--- src/design/ordered_array_list_top_defines.svh ---
// assertion macros for the ordered array list
`ifndef ORDERED_ARRAY_LIST_TOP_DEFINES_SVH
`define ORDERED_ARRAY_LIST_TOP_DEFINES_SVH
`ifndef SYNTHESIS
// check held outside reset
`define OAL_ASSERT_RST(lbl, clk, rst, prop, msg) \
   lbl: assert property (@(posedge clk) disable iff (rst) (prop)) else $error(msg);
// check held on every edge, reset included
`define OAL_ASSERT_ALWAYS(lbl, clk, prop, msg) \
   lbl: assert property (@(posedge clk) (prop)) else $error(msg);
`else
`define OAL_ASSERT_RST(lbl, clk, rst, prop, msg)
`define OAL_ASSERT_ALWAYS(lbl, clk, prop, msg)
`endif
`endif

--- src/design/oal_pkg.sv ---
package oal_pkg;

   // list geometry
   localparam int DEPTH     = 64;
   localparam int WORD_BITS = 32;
   localparam int ADDR_BITS = $clog2(DEPTH);
   localparam int CNT_BITS  = $clog2(DEPTH + 1);

   // fixed field widths
   localparam int CMD_BITS  = 3;
   localparam int POS_BITS  = 7;
   localparam int VAL_BITS  = 32;
   localparam int STAT_BITS = 3;
   localparam int FIDX_BITS = 6;
   localparam int CMP_BITS  = (POS_BITS > CNT_BITS) ? POS_BITS : CNT_BITS;

   typedef enum logic [CMD_BITS-1:0] {
      CMD_INSERT_AT    = 3'd0,
      CMD_DELETE_AT    = 3'd1,
      CMD_READ_AT      = 3'd2,
      CMD_FIND_VALUE   = 3'd3,
      CMD_DELETE_VALUE = 3'd4,
      CMD_UPDATE_AT    = 3'd5,
      CMD_UPDATE_VALUE = 3'd6,
      CMD_CLEAR        = 3'd7
   } cmd_type;

   typedef enum logic [STAT_BITS-1:0] {
      STAT_OK        = 3'd0,
      STAT_BAD_POS   = 3'd1,
      STAT_FULL      = 3'd2,
      STAT_EMPTY     = 3'd3,
      STAT_NOT_FOUND = 3'd4
   } status_type;

   // one result beat
   typedef struct packed {
      status_type           status;
      logic [VAL_BITS-1:0]  read_value;
      logic [FIDX_BITS-1:0] found_index;
      logic [CNT_BITS-1:0]  element_count;
      logic                 is_empty;
      logic                 is_full;
   } result_type;

endpackage

--- src/design/oal_store.sv ---
module oal_store
   import oal_pkg::*;
(
   input  logic                 clock,
   input  logic                 wr_en,
   input  logic [ADDR_BITS-1:0] wr_addr,
   input  logic [WORD_BITS-1:0] wr_data,
   input  logic [ADDR_BITS-1:0] rd_addr,
   output logic [WORD_BITS-1:0] rd_data
);

   logic [WORD_BITS-1:0] mem_ff [DEPTH];
   logic [WORD_BITS-1:0] rd_data_ff;

   // single write port
   always_ff @(posedge clock) begin
      if (wr_en) begin
         mem_ff[wr_addr] <= wr_data;
      end
   end

   // registered read port
   always_ff @(posedge clock) begin
      rd_data_ff <= mem_ff[rd_addr];
   end

   assign rd_data = rd_data_ff;

endmodule

--- src/design/oal_seq.sv ---
`include "ordered_array_list_top_defines.svh"
module oal_seq
   import oal_pkg::*;
(
   input  logic                       clock,
   input  logic                       reset,
   input  logic                       req_valid,
   output logic                       req_stall,
   input  logic [CMD_BITS-1:0]        req_cmd,
   input  logic [POS_BITS-1:0]        req_position,
   input  logic signed [VAL_BITS-1:0] req_value,
   input  logic signed [VAL_BITS-1:0] req_new_value,
   input  logic                       out_free,
   output logic                       done,
   output result_type                 result
);

   typedef enum logic [2:0] {
      S_IDLE,
      S_READ,
      S_READ_WAIT,
      S_WRITE,
      S_SCAN,
      S_SHIFT,
      S_DONE
   } state_type;

   state_type            state_ff, state_in;
   cmd_type              cmd_ff, cmd_in;
   logic [POS_BITS-1:0]  pos_ff, pos_in;
   logic [WORD_BITS-1:0] val_ff, val_in;
   logic [WORD_BITS-1:0] nval_ff, nval_in;
   logic [CNT_BITS-1:0]  count_ff, count_in;
   logic [CNT_BITS-1:0]  idx_ff, idx_in;
   logic                 up_ff, up_in;
   logic                 run_ff, run_in;
   logic                 pend_ff, pend_in;
   logic [ADDR_BITS-1:0] pend_addr_ff, pend_addr_in;
   status_type           status_ff, status_in;
   logic [WORD_BITS-1:0] rd_ff, rd_in;
   logic [FIDX_BITS-1:0] fidx_ff, fidx_in;

   cmd_type              req_cmd_e;
   logic [CMP_BITS-1:0]  pos_c;
   logic [CMP_BITS-1:0]  cnt_c;
   logic                 issue;
   logic                 hit;
   logic [CNT_BITS-1:0]  shift_end;

   logic                 wr_en;
   logic [ADDR_BITS-1:0] wr_addr;
   logic [WORD_BITS-1:0] wr_data;
   logic [ADDR_BITS-1:0] rd_addr;
   logic [WORD_BITS-1:0] rd_data;

   oal_store u_store (
      .clock   (clock),
      .wr_en   (wr_en),
      .wr_addr (wr_addr),
      .wr_data (wr_data),
      .rd_addr (rd_addr),
      .rd_data (rd_data)
   );

   // shared compare and address unit
   assign req_cmd_e = cmd_type'(req_cmd);
   assign pos_c     = CMP_BITS'(req_position);
   assign cnt_c     = CMP_BITS'(count_ff);
   assign issue     = (idx_ff < count_ff);
   assign hit       = pend_ff && (rd_data == val_ff);
   assign shift_end = up_ff ? CNT_BITS'(pos_ff) : (count_ff - CNT_BITS'(1));
   assign rd_addr   = idx_ff[ADDR_BITS-1:0];

   // sequencer
   always_comb begin
      state_in     = state_ff;
      cmd_in       = cmd_ff;
      pos_in       = pos_ff;
      val_in       = val_ff;
      nval_in      = nval_ff;
      count_in     = count_ff;
      idx_in       = idx_ff;
      up_in        = up_ff;
      run_in       = run_ff;
      pend_in      = pend_ff;
      pend_addr_in = pend_addr_ff;
      status_in    = status_ff;
      rd_in        = rd_ff;
      fidx_in      = fidx_ff;
      wr_en        = 1'b0;
      wr_addr      = idx_ff[ADDR_BITS-1:0];
      wr_data      = (cmd_ff == CMD_INSERT_AT) ? val_ff : nval_ff;

      unique case (state_ff)
         S_IDLE: begin
            if (req_valid) begin
               cmd_in    = req_cmd_e;
               pos_in    = req_position;
               val_in    = WORD_BITS'(req_value);
               nval_in   = WORD_BITS'(req_new_value);
               status_in = STAT_OK;
               rd_in     = '0;
               fidx_in   = '0;
               pend_in   = 1'b0;
               state_in  = S_DONE;
               unique case (req_cmd_e) inside
                  CMD_INSERT_AT: begin
                     if (pos_c > cnt_c) begin
                        status_in = STAT_BAD_POS;
                     end else if (count_ff == CNT_BITS'(DEPTH)) begin
                        status_in = STAT_FULL;
                     end else if (pos_c == cnt_c) begin
                        idx_in   = CNT_BITS'(req_position);
                        state_in = S_WRITE;
                     end else begin
                        idx_in   = count_ff - CNT_BITS'(1);
                        up_in    = 1'b1;
                        run_in   = 1'b1;
                        state_in = S_SHIFT;
                     end
                  end
                  CMD_DELETE_AT, CMD_READ_AT, CMD_UPDATE_AT: begin
                     if (count_ff == '0) begin
                        status_in = STAT_EMPTY;
                     end else if (pos_c >= cnt_c) begin
                        status_in = STAT_BAD_POS;
                     end else if (req_cmd_e == CMD_READ_AT) begin
                        idx_in   = CNT_BITS'(req_position);
                        state_in = S_READ;
                     end else if (req_cmd_e == CMD_UPDATE_AT) begin
                        idx_in   = CNT_BITS'(req_position);
                        state_in = S_WRITE;
                     end else if (pos_c == cnt_c - CMP_BITS'(1)) begin
                        count_in = count_ff - CNT_BITS'(1);
                     end else begin
                        idx_in   = CNT_BITS'(req_position) + CNT_BITS'(1);
                        up_in    = 1'b0;
                        run_in   = 1'b1;
                        state_in = S_SHIFT;
                     end
                  end
                  CMD_FIND_VALUE, CMD_DELETE_VALUE, CMD_UPDATE_VALUE: begin
                     if (count_ff == '0) begin
                        status_in = STAT_EMPTY;
                     end else begin
                        idx_in   = '0;
                        state_in = S_SCAN;
                     end
                  end
                  CMD_CLEAR: begin
                     count_in = '0;
                  end
               endcase
            end
         end
         S_READ: begin
            state_in = S_READ_WAIT;
         end
         S_READ_WAIT: begin
            rd_in    = rd_data;
            state_in = S_DONE;
         end
         S_WRITE: begin
            wr_en = 1'b1;
            if (cmd_ff == CMD_INSERT_AT) begin
               count_in = count_ff + CNT_BITS'(1);
            end
            state_in = S_DONE;
         end
         S_SCAN: begin
            // one read issued and one compare made per cycle
            if (hit) begin
               pend_in = 1'b0;
               if (cmd_ff == CMD_FIND_VALUE) begin
                  fidx_in  = FIDX_BITS'(pend_addr_ff);
                  state_in = S_DONE;
               end else if (cmd_ff == CMD_DELETE_VALUE) begin
                  if (CNT_BITS'(pend_addr_ff) == count_ff - CNT_BITS'(1)) begin
                     count_in = count_ff - CNT_BITS'(1);
                     state_in = S_DONE;
                  end else begin
                     idx_in   = CNT_BITS'(pend_addr_ff) + CNT_BITS'(1);
                     up_in    = 1'b0;
                     run_in   = 1'b1;
                     state_in = S_SHIFT;
                  end
               end else begin
                  idx_in   = CNT_BITS'(pend_addr_ff);
                  state_in = S_WRITE;
               end
            end else if (!pend_ff && !issue) begin
               status_in = STAT_NOT_FOUND;
               state_in  = S_DONE;
            end else begin
               pend_in      = issue;
               pend_addr_in = idx_ff[ADDR_BITS-1:0];
               if (issue) begin
                  idx_in = idx_ff + CNT_BITS'(1);
               end
            end
         end
         S_SHIFT: begin
            // read one entry, write it one place over on the next cycle
            if (pend_ff) begin
               wr_en   = 1'b1;
               wr_addr = up_ff ? (pend_addr_ff + ADDR_BITS'(1))
                               : (pend_addr_ff - ADDR_BITS'(1));
               wr_data = rd_data;
            end
            pend_in      = run_ff;
            pend_addr_in = idx_ff[ADDR_BITS-1:0];
            if (run_ff) begin
               if (idx_ff == shift_end) begin
                  run_in = 1'b0;
               end else begin
                  idx_in = up_ff ? (idx_ff - CNT_BITS'(1)) : (idx_ff + CNT_BITS'(1));
               end
            end
            if (!run_ff && !pend_ff) begin
               if (up_ff) begin
                  idx_in   = CNT_BITS'(pos_ff);
                  state_in = S_WRITE;
               end else begin
                  count_in = count_ff - CNT_BITS'(1);
                  state_in = S_DONE;
               end
            end
         end
         S_DONE: begin
            if (out_free) begin
               state_in = S_IDLE;
            end
         end
      endcase
   end

   // state and registered outputs
   always_ff @(posedge clock) begin
      if (reset) begin
         state_ff <= S_IDLE;
         count_ff <= '0;
         run_ff   <= 1'b0;
         pend_ff  <= 1'b0;
      end else begin
         state_ff     <= state_in;
         count_ff     <= count_in;
         run_ff       <= run_in;
         pend_ff      <= pend_in;
         cmd_ff       <= cmd_in;
         pos_ff       <= pos_in;
         val_ff       <= val_in;
         nval_ff      <= nval_in;
         idx_ff       <= idx_in;
         up_ff        <= up_in;
         pend_addr_ff <= pend_addr_in;
         status_ff    <= status_in;
         rd_ff        <= rd_in;
         fidx_ff      <= fidx_in;
      end
   end

   // handshake and result
   assign req_stall            = (state_ff != S_IDLE);
   assign done                 = (state_ff == S_DONE);
   assign result.status        = status_ff;
   assign result.read_value    = VAL_BITS'(rd_ff);
   assign result.found_index   = fidx_ff;
   assign result.element_count = count_ff;
   assign result.is_empty      = (count_ff == '0);
   assign result.is_full       = (count_ff == CNT_BITS'(DEPTH));

   `OAL_ASSERT_ALWAYS(a_reset_idle, clock, reset |=> (state_ff == S_IDLE && count_ff == '0), "reset left sequencer busy")
   `OAL_ASSERT_RST(a_count_bound, clock, reset, count_ff <= CNT_BITS'(DEPTH), "element count above depth")
   `OAL_ASSERT_RST(a_write_state, clock, reset, wr_en |-> (state_ff == S_SHIFT || state_ff == S_WRITE), "store written outside shift or write")
   `OAL_ASSERT_RST(a_write_range, clock, reset, wr_en |-> (CNT_BITS'(wr_addr) <= count_ff), "store written beyond list end")
   `OAL_ASSERT_RST(a_pend_state, clock, reset, pend_ff |-> (state_ff == S_SCAN || state_ff == S_SHIFT), "read in flight outside scan or shift")
   `OAL_ASSERT_RST(a_scan_nonempty, clock, reset, (state_ff == S_SCAN) |-> (count_ff != '0), "scan of an empty list")

endmodule

--- src/design/ordered_array_list_top.sv ---
// ordered array list: one command at a time over a 64-entry store with one write port and one read port
// clear and rejected commands go straight to the result, update_at and append write one entry,
//   read_at reads one, insert and delete at a position shift the entries above it
// throughput: next beat taken once the previous result sits in the output register;
//   shift and search move one store entry per cycle through the read port
// reset: synchronous, clears the count and sequencer; stored words are not cleared
module ordered_array_list_top
   import oal_pkg::*;
(
   input  logic                        clock,
   input  logic                        reset,
   input  logic                        req_valid,
   output logic                        req_stall,
   input  logic [CMD_BITS-1:0]         req_cmd,
   input  logic [POS_BITS-1:0]         req_position,
   input  logic signed [VAL_BITS-1:0]  req_value,
   input  logic signed [VAL_BITS-1:0]  req_new_value,
   output logic                        rsp_valid,
   input  logic                        rsp_stall,
   output logic [STAT_BITS-1:0]        rsp_status,
   output logic signed [VAL_BITS-1:0]  rsp_read_value,
   output logic [FIDX_BITS-1:0]        rsp_found_index,
   output logic [CNT_BITS-1:0]         rsp_element_count,
   output logic                        rsp_is_empty,
   output logic                        rsp_is_full
);

   logic       done;
   logic       out_free;
   logic       load;
   result_type result;
   logic       rsp_valid_ff, rsp_valid_in;
   result_type rsp_data_ff;

   oal_seq u_seq (
      .clock         (clock),
      .reset         (reset),
      .req_valid     (req_valid),
      .req_stall     (req_stall),
      .req_cmd       (req_cmd),
      .req_position  (req_position),
      .req_value     (req_value),
      .req_new_value (req_new_value),
      .out_free      (out_free),
      .done          (done),
      .result        (result)
   );

   // output register
   assign out_free     = !rsp_valid_ff || !rsp_stall;
   assign load         = done && out_free;
   assign rsp_valid_in = load || (rsp_valid_ff && rsp_stall);

   always_ff @(posedge clock) begin
      if (reset) begin
         rsp_valid_ff <= 1'b0;
      end else begin
         rsp_valid_ff <= rsp_valid_in;
      end
   end

   always_ff @(posedge clock) begin
      if (load) begin
         rsp_data_ff <= result;
      end
   end

   assign rsp_valid         = rsp_valid_ff;
   assign rsp_status        = rsp_data_ff.status;
   assign rsp_read_value    = rsp_data_ff.read_value;
   assign rsp_found_index   = rsp_data_ff.found_index;
   assign rsp_element_count = rsp_data_ff.element_count;
   assign rsp_is_empty      = rsp_data_ff.is_empty;
   assign rsp_is_full       = rsp_data_ff.is_full;

endmodule

--- config.mk ---
export PLATFORM = sky130hd
export DESIGN_NAME = ordered_array_list_top
export DESIGN_NICKNAME = d
export VERILOG_FILES = /design/src/design/oal_pkg.sv /design/src/design/oal_store.sv /design/src/design/oal_seq.sv /design/src/design/ordered_array_list_top.sv
export VERILOG_INCLUDE_DIRS = /design/src /design/src/design
export SDC_FILE = /design/constraint.sdc
export NUM_CORES = 2
export LEC_CHECK = 0
export BUFFER_PORTS_ARGS = -buffer_cell sky130_fd_sc_hd__clkbuf_2
export CAP_MARGIN = 20
export CORE_UTILIZATION = 45
export CTS_CLUSTER_DIAMETER = 60
export DETAILED_ROUTE_END_ITERATION = 8
export GPL_ROUTABILITY_DRIVEN = 0
export SETUP_SLACK_MARGIN = 0.1
export SYNTH_ARGS = -nofsm -noshare
export SYNTH_HDL_FRONTEND = slang
export SYNTH_HIERARCHICAL = 1
export SYNTH_SLANG_ARGS = --single-unit
--- constraint.sdc ---
create_clock -name clock -period 19.25 [get_ports clock]
set_input_delay 5.775 -clock clock [delete_from_list [all_inputs] [get_ports clock]]
set_output_delay 5.775 -clock clock [all_outputs]
set_load 0.01 [all_outputs]
==> impl_results.rst <==
.. list-table::
   :header-rows: 1

   * - Metric
     - Value
   * - Number of buffers inserted for hold repair after clock tree synthesis
     - 0
   * - Share of cells above drive strength 1
     - 24.3%
   * - Sink of the worst hold path
     - rsp_read_value[31]
   * - Remaining max-slew budget at the tightest pin
     - 24.0%
   * - Post-synthesis cell area
     - 0.0892 mm²
   * - Horizontal die dimension
     - 447 µm
   * - Total negative slack for setup checks
     - 0 ps
   * - GRT Util Overall
     - 23.8%
   * - Fin crit period
     - 8350 ps
   * - Clk Latency, worst-skew pair
     - 870 ps
   * - Data arrival, critical path
     - 2570 ps
   * - Switching Share
     - ~30%
   * - Hold violation total from the final report
     - 0
   * - Routed WL per cell
     - 31.9 µm
   * - Sort of element at the end of the critical path
     - output pin
   * - # port buffers
     - 129
   * - Fraction of the cycle the final worst path needs
     - 43.4%
   * - Core Rows
     - 163
   * - Worst Skew
     - 32.5 ps
   * - Worst reg2reg startpoint
     - u_seq/idx_ff[0]
   * - Max Transition Viols Final
     - 0
   * - Initial antenna violation count
     - 16
   * - Drt drc
     - 0
   * - Final design instance area without fill
     - 0.101 mm²
   * - Worst vdd rail ir drop
     - 0.115 mV
   * - Die Footprint
     - 0.200 mm²
   * - Max-Cap Viols
     - 0
   * - Worst Path Buf+Inv
     - 1
   * - Post-detailed-route via-to-cell ratio
     - between 6 and 7
   * - Vias
     - ~46000
   * - Via count of the first global-routing pass
     - 45048
   * - Launching element type of the critical path
     - register
   * - Unrepaired setup endpoints after global routing
     - no
   * - Seq cells post-synth
     - 2272
   * - Largest net degree at the start of global routing
     - just over 100
   * - Post-DRT Antenna Nets
     - 0
   * - Clock Sink Count
     - 2272
   * - HPWL reported at the end of detailed placement
     - 137000 µm
   * - Min-Delay Path Depth
     - 0
   * - Area inside the core boundary
     - ~0.2 mm²
   * - TritonCTS buffer count
     - 219
   * - Syn nets
     - 4507
   * - Detailed Routing Iterations Pass 1
     - 7
   * - Share of async-settable or async-resettable flops after synthesis
     - 0%
   * - Outcome
     - complete, no violations
   * - Chain of cells forming the critical path
     - or3_1 -> clkbuf_2
   * - Top_reg_cell synth
     - edfxtp_1
   * - Distinct cell type count after synthesis
     - 88
   * - CTS-repair resized insts
     - 0
   * - Number of synthesis warnings
     - 6
   * - Post-route insts no fill
     - around 7500
   * - Worst-case setup slack after placement
     - 10840 ps
   * - P_sw
     - 4060 µW
   * - Placed standard-cell area
     - approximately 0.094 mm²
   * - Clock transition time at the flip-flop clock pins of the worst setup and hold paths
     - 60 ps
   * - Die Ht
     - between 400 and 500 µm
   * - Leftover overflow at the end of global routing
     - 0
   * - Syn avg cell area
     - 20.3 µm²
   * - Worst reg-to-reg path cell count
     - 9
   * - H-tree Lvls
     - 4
   * - Placed Instances
     - ~7100
   * - Wire length of the first global-routing pass
     - 338000 µm
   * - Largest delay share family, worst path
     - flip-flops
   * - Register share of total power
     - 44.4%
   * - Register-to-register setup slack
     - 12690 ps
   * - Relative area change from synthesis to final layout
     - 13.0%
   * - Violation count after the first detailed-routing iteration
     - 5563
   * - Destination of the worst register-to-register timing path
     - u_seq/u_store/rd_data[31]
   * - Initial standard-cell utilization of the core
     - 45.2%
   * - Share of power burned in the clock network
     - a little under a third
   * - Cell internal pwr
     - 9270 µW
   * - Cell with the largest stage delay on the worst path
     - dfxtp_1
   * - Io pins
     - 130
   * - Crit Path Class
     - register to output pin
   * - TritonCTS clock tree
     - done
   * - Power per cell area
     - 132 mW/mm²
   * - Routed Wire Length
     - 239000 µm
   * - CTS root buf
     - clkbuf_16
   * - Logic pwr share
     - 24.3%
   * - Required time of the worst setup path
     - 13470 ps
   * - Worst slew pin tran
     - 1140 ps
   * - Final Setup Violations
     - 0
   * - Fmax
     - 120 MHz
   * - Synth Instances
     - 4405
   * - Number of nets in the layout
     - approximately 4800
   * - Number of flops mapped to enable cells by yosys
     - 2227
   * - Final setup margin
     - ~11000 ps
   * - Class of the tightest hold or removal check
     - register to register
   * - Max Root-Sink Buffers
     - 3
   * - Post-CTS setup-driven buffer insertion count
     - 0
   * - Start point of the worst min-delay path
     - u_seq/rd_ff[31]
   * - Lkg Pwr
     - between 0.03 and 0.04 µW
   * - Portion of the post-synthesis area used by sequential elements
     - between 70% and 80%
   * - CP max stage delay
     - ~950 ps
   * - Worst-path maximum fanout
     - 26
## layout by cell type (no fill, tap or decap), types with 49 or more instances in the layout
master,instances
nor2_1,102
a22oi_1,135
mux2i_1,230
nand2_1,67
clkbuf_16,220
clkbuf_2,129
edfxtp_1,2227
clkinv_1,56
o22ai_1,49
a21oi_1,68
buf_4,157
o21ai_0,64
mux4_2,446
nor2_4,66
nand3_1,70
## power groups by stage
stage	logic (µW)	registers, µW	clock network, µW
after floorplan	2150	5940	0
after global placement	3200	6020	0
after detailed placement	3220	6020	0
after CTS	3230	5920	4230
after global routing	3420	5930	4410
final	3240	5920	4170
## flip-flops by register name, indices dropped and copies added, names as in the netlist, 3 cells and up
name / count
u_seq/val_ff: 32
u_seq/state_ff: 3
u_seq/status_ff: 3
rsp_element_count: 7
u_seq/pend_addr_ff: 6
u_seq/cmd_ff: 3
u_seq/pos_ff: 7
u_seq/u_store/mem_ff: 2048
u_seq/nval_ff: 32
u_seq/fidx_ff: 6
u_seq/rd_ff: 32
u_seq/idx_ff: 7
u_seq/cnt_c: 7
rsp_status: 3
rsp_read_value: 32
u_seq/u_store/rd_data: 32
rsp_found_index: 6
## per-stage QoR
stage | util, % | power [µW] | hold WS (ps)
finish | 51.1 | 13300 | 419
global route | 51.1 | 13800 | 422
CTS | 51.1 | 13400 | 419
detailed placement | 47.6 | 9250 | 405
global placement | 47.6 | 9220 | 409
floorplan | - | 8090 | 400
## cell type report
class / instances / area [µm²]
diodes: 4 / 10.0
clock buffers: 273 / 5750
clock inverters: 133 / 1150
fillers: 15646 / 96300
inverters: 27 / 101
multi-input cells: 1852 / 20800
flip-flops and latches: 2272 / 67800
well taps: 2640 / 3300
repair buffers: 295 / 2000
## synth_stat cells, types with 6 or more instances
cell / instances / share of area (%)
o21ai_1: 6 / 0.034
edfxtp_1: 2227 / 75
nor3_1: 22 / 0.12
o22ai_1: 49 / 0.34
nor2b_1: 21 / 0.15
clkbuf_1: 114 / 0.48
nor4_1: 9 / 0.063
mux2i_1: 230 / 2.6
xnor2_1: 31 / 0.30
o211ai_1: 16 / 0.13
nor2_1: 169 / 0.71
o21ai_0: 64 / 0.36
a22o_1: 13 / 0.13
nand3b_1: 9 / 0.076
or3_1: 8 / 0.056
o31ai_1: 8 / 0.067
ha_1: 23 / 0.32
inv_1: 27 / 0.11
or2_2: 8 / 0.056
and3_1: 22 / 0.15
nand3_1: 70 / 0.39
a21o_1: 13 / 0.11
nand2_1: 68 / 0.29
a211oi_1: 32 / 0.27
and2_1: 40 / 0.28
nand2b_1: 17 / 0.12
a22oi_1: 135 / 1.1
nand4_1: 11 / 0.077
buf_4: 29 / 0.24
buf_6: 33 / 0.42
o221ai_1: 18 / 0.18
dfxtp_1: 45 / 1.0
a211o_1: 9 / 0.088
buf_1: 12 / 0.050
a311oi_1: 7 / 0.069
a221oi_1: 6 / 0.059
mux4_2: 446 / 11
o22a_1: 13 / 0.13
buf_2: 57 / 0.32
a31oi_1: 35 / 0.25
a311o_1: 12 / 0.13
a21oi_1: 100 / 0.56
xor2_1: 41 / 0.40
## kinds of logic (layout without fill, tap and decap cells)
logic type      count (synthesis)  count (layout)  share of synthesized area (%)
other cells                     0               4                              0
compound gates                569             569                           4.40
mux                           679             679                           13.9
simple gates                  505             505                           2.86
fa+ha+maj                      24              24                          0.345
flops                        2272            2272                           76.0
buf+inv                       281             728                           1.78
xor+xnor                       75              75                          0.784
## how the worst max path moves through the flow
stage,from,end,slack [ps],cells after the start
detailed placement,req_position[4],u_seq/cnt_c[4],10840,10
global route,u_seq/state_ff[0],req_stall,10830,2
global placement,req_position[4],u_seq/cnt_c[4],10850,10
CTS,u_seq/state_ff[0],req_stall,10910,2
floorplan,reset,u_seq/cmd_ff[0],7020,3
finish,u_seq/state_ff[0],req_stall,10900,2
## metal layers
layer	share of wire (%)	track usage, %
met1	41	34.1
met2	48	38.3
met3	7.7	3.55
met4	2.5	6.60
met5	0.014	0
Note: power is estimated with default switching activity, not from simulation.
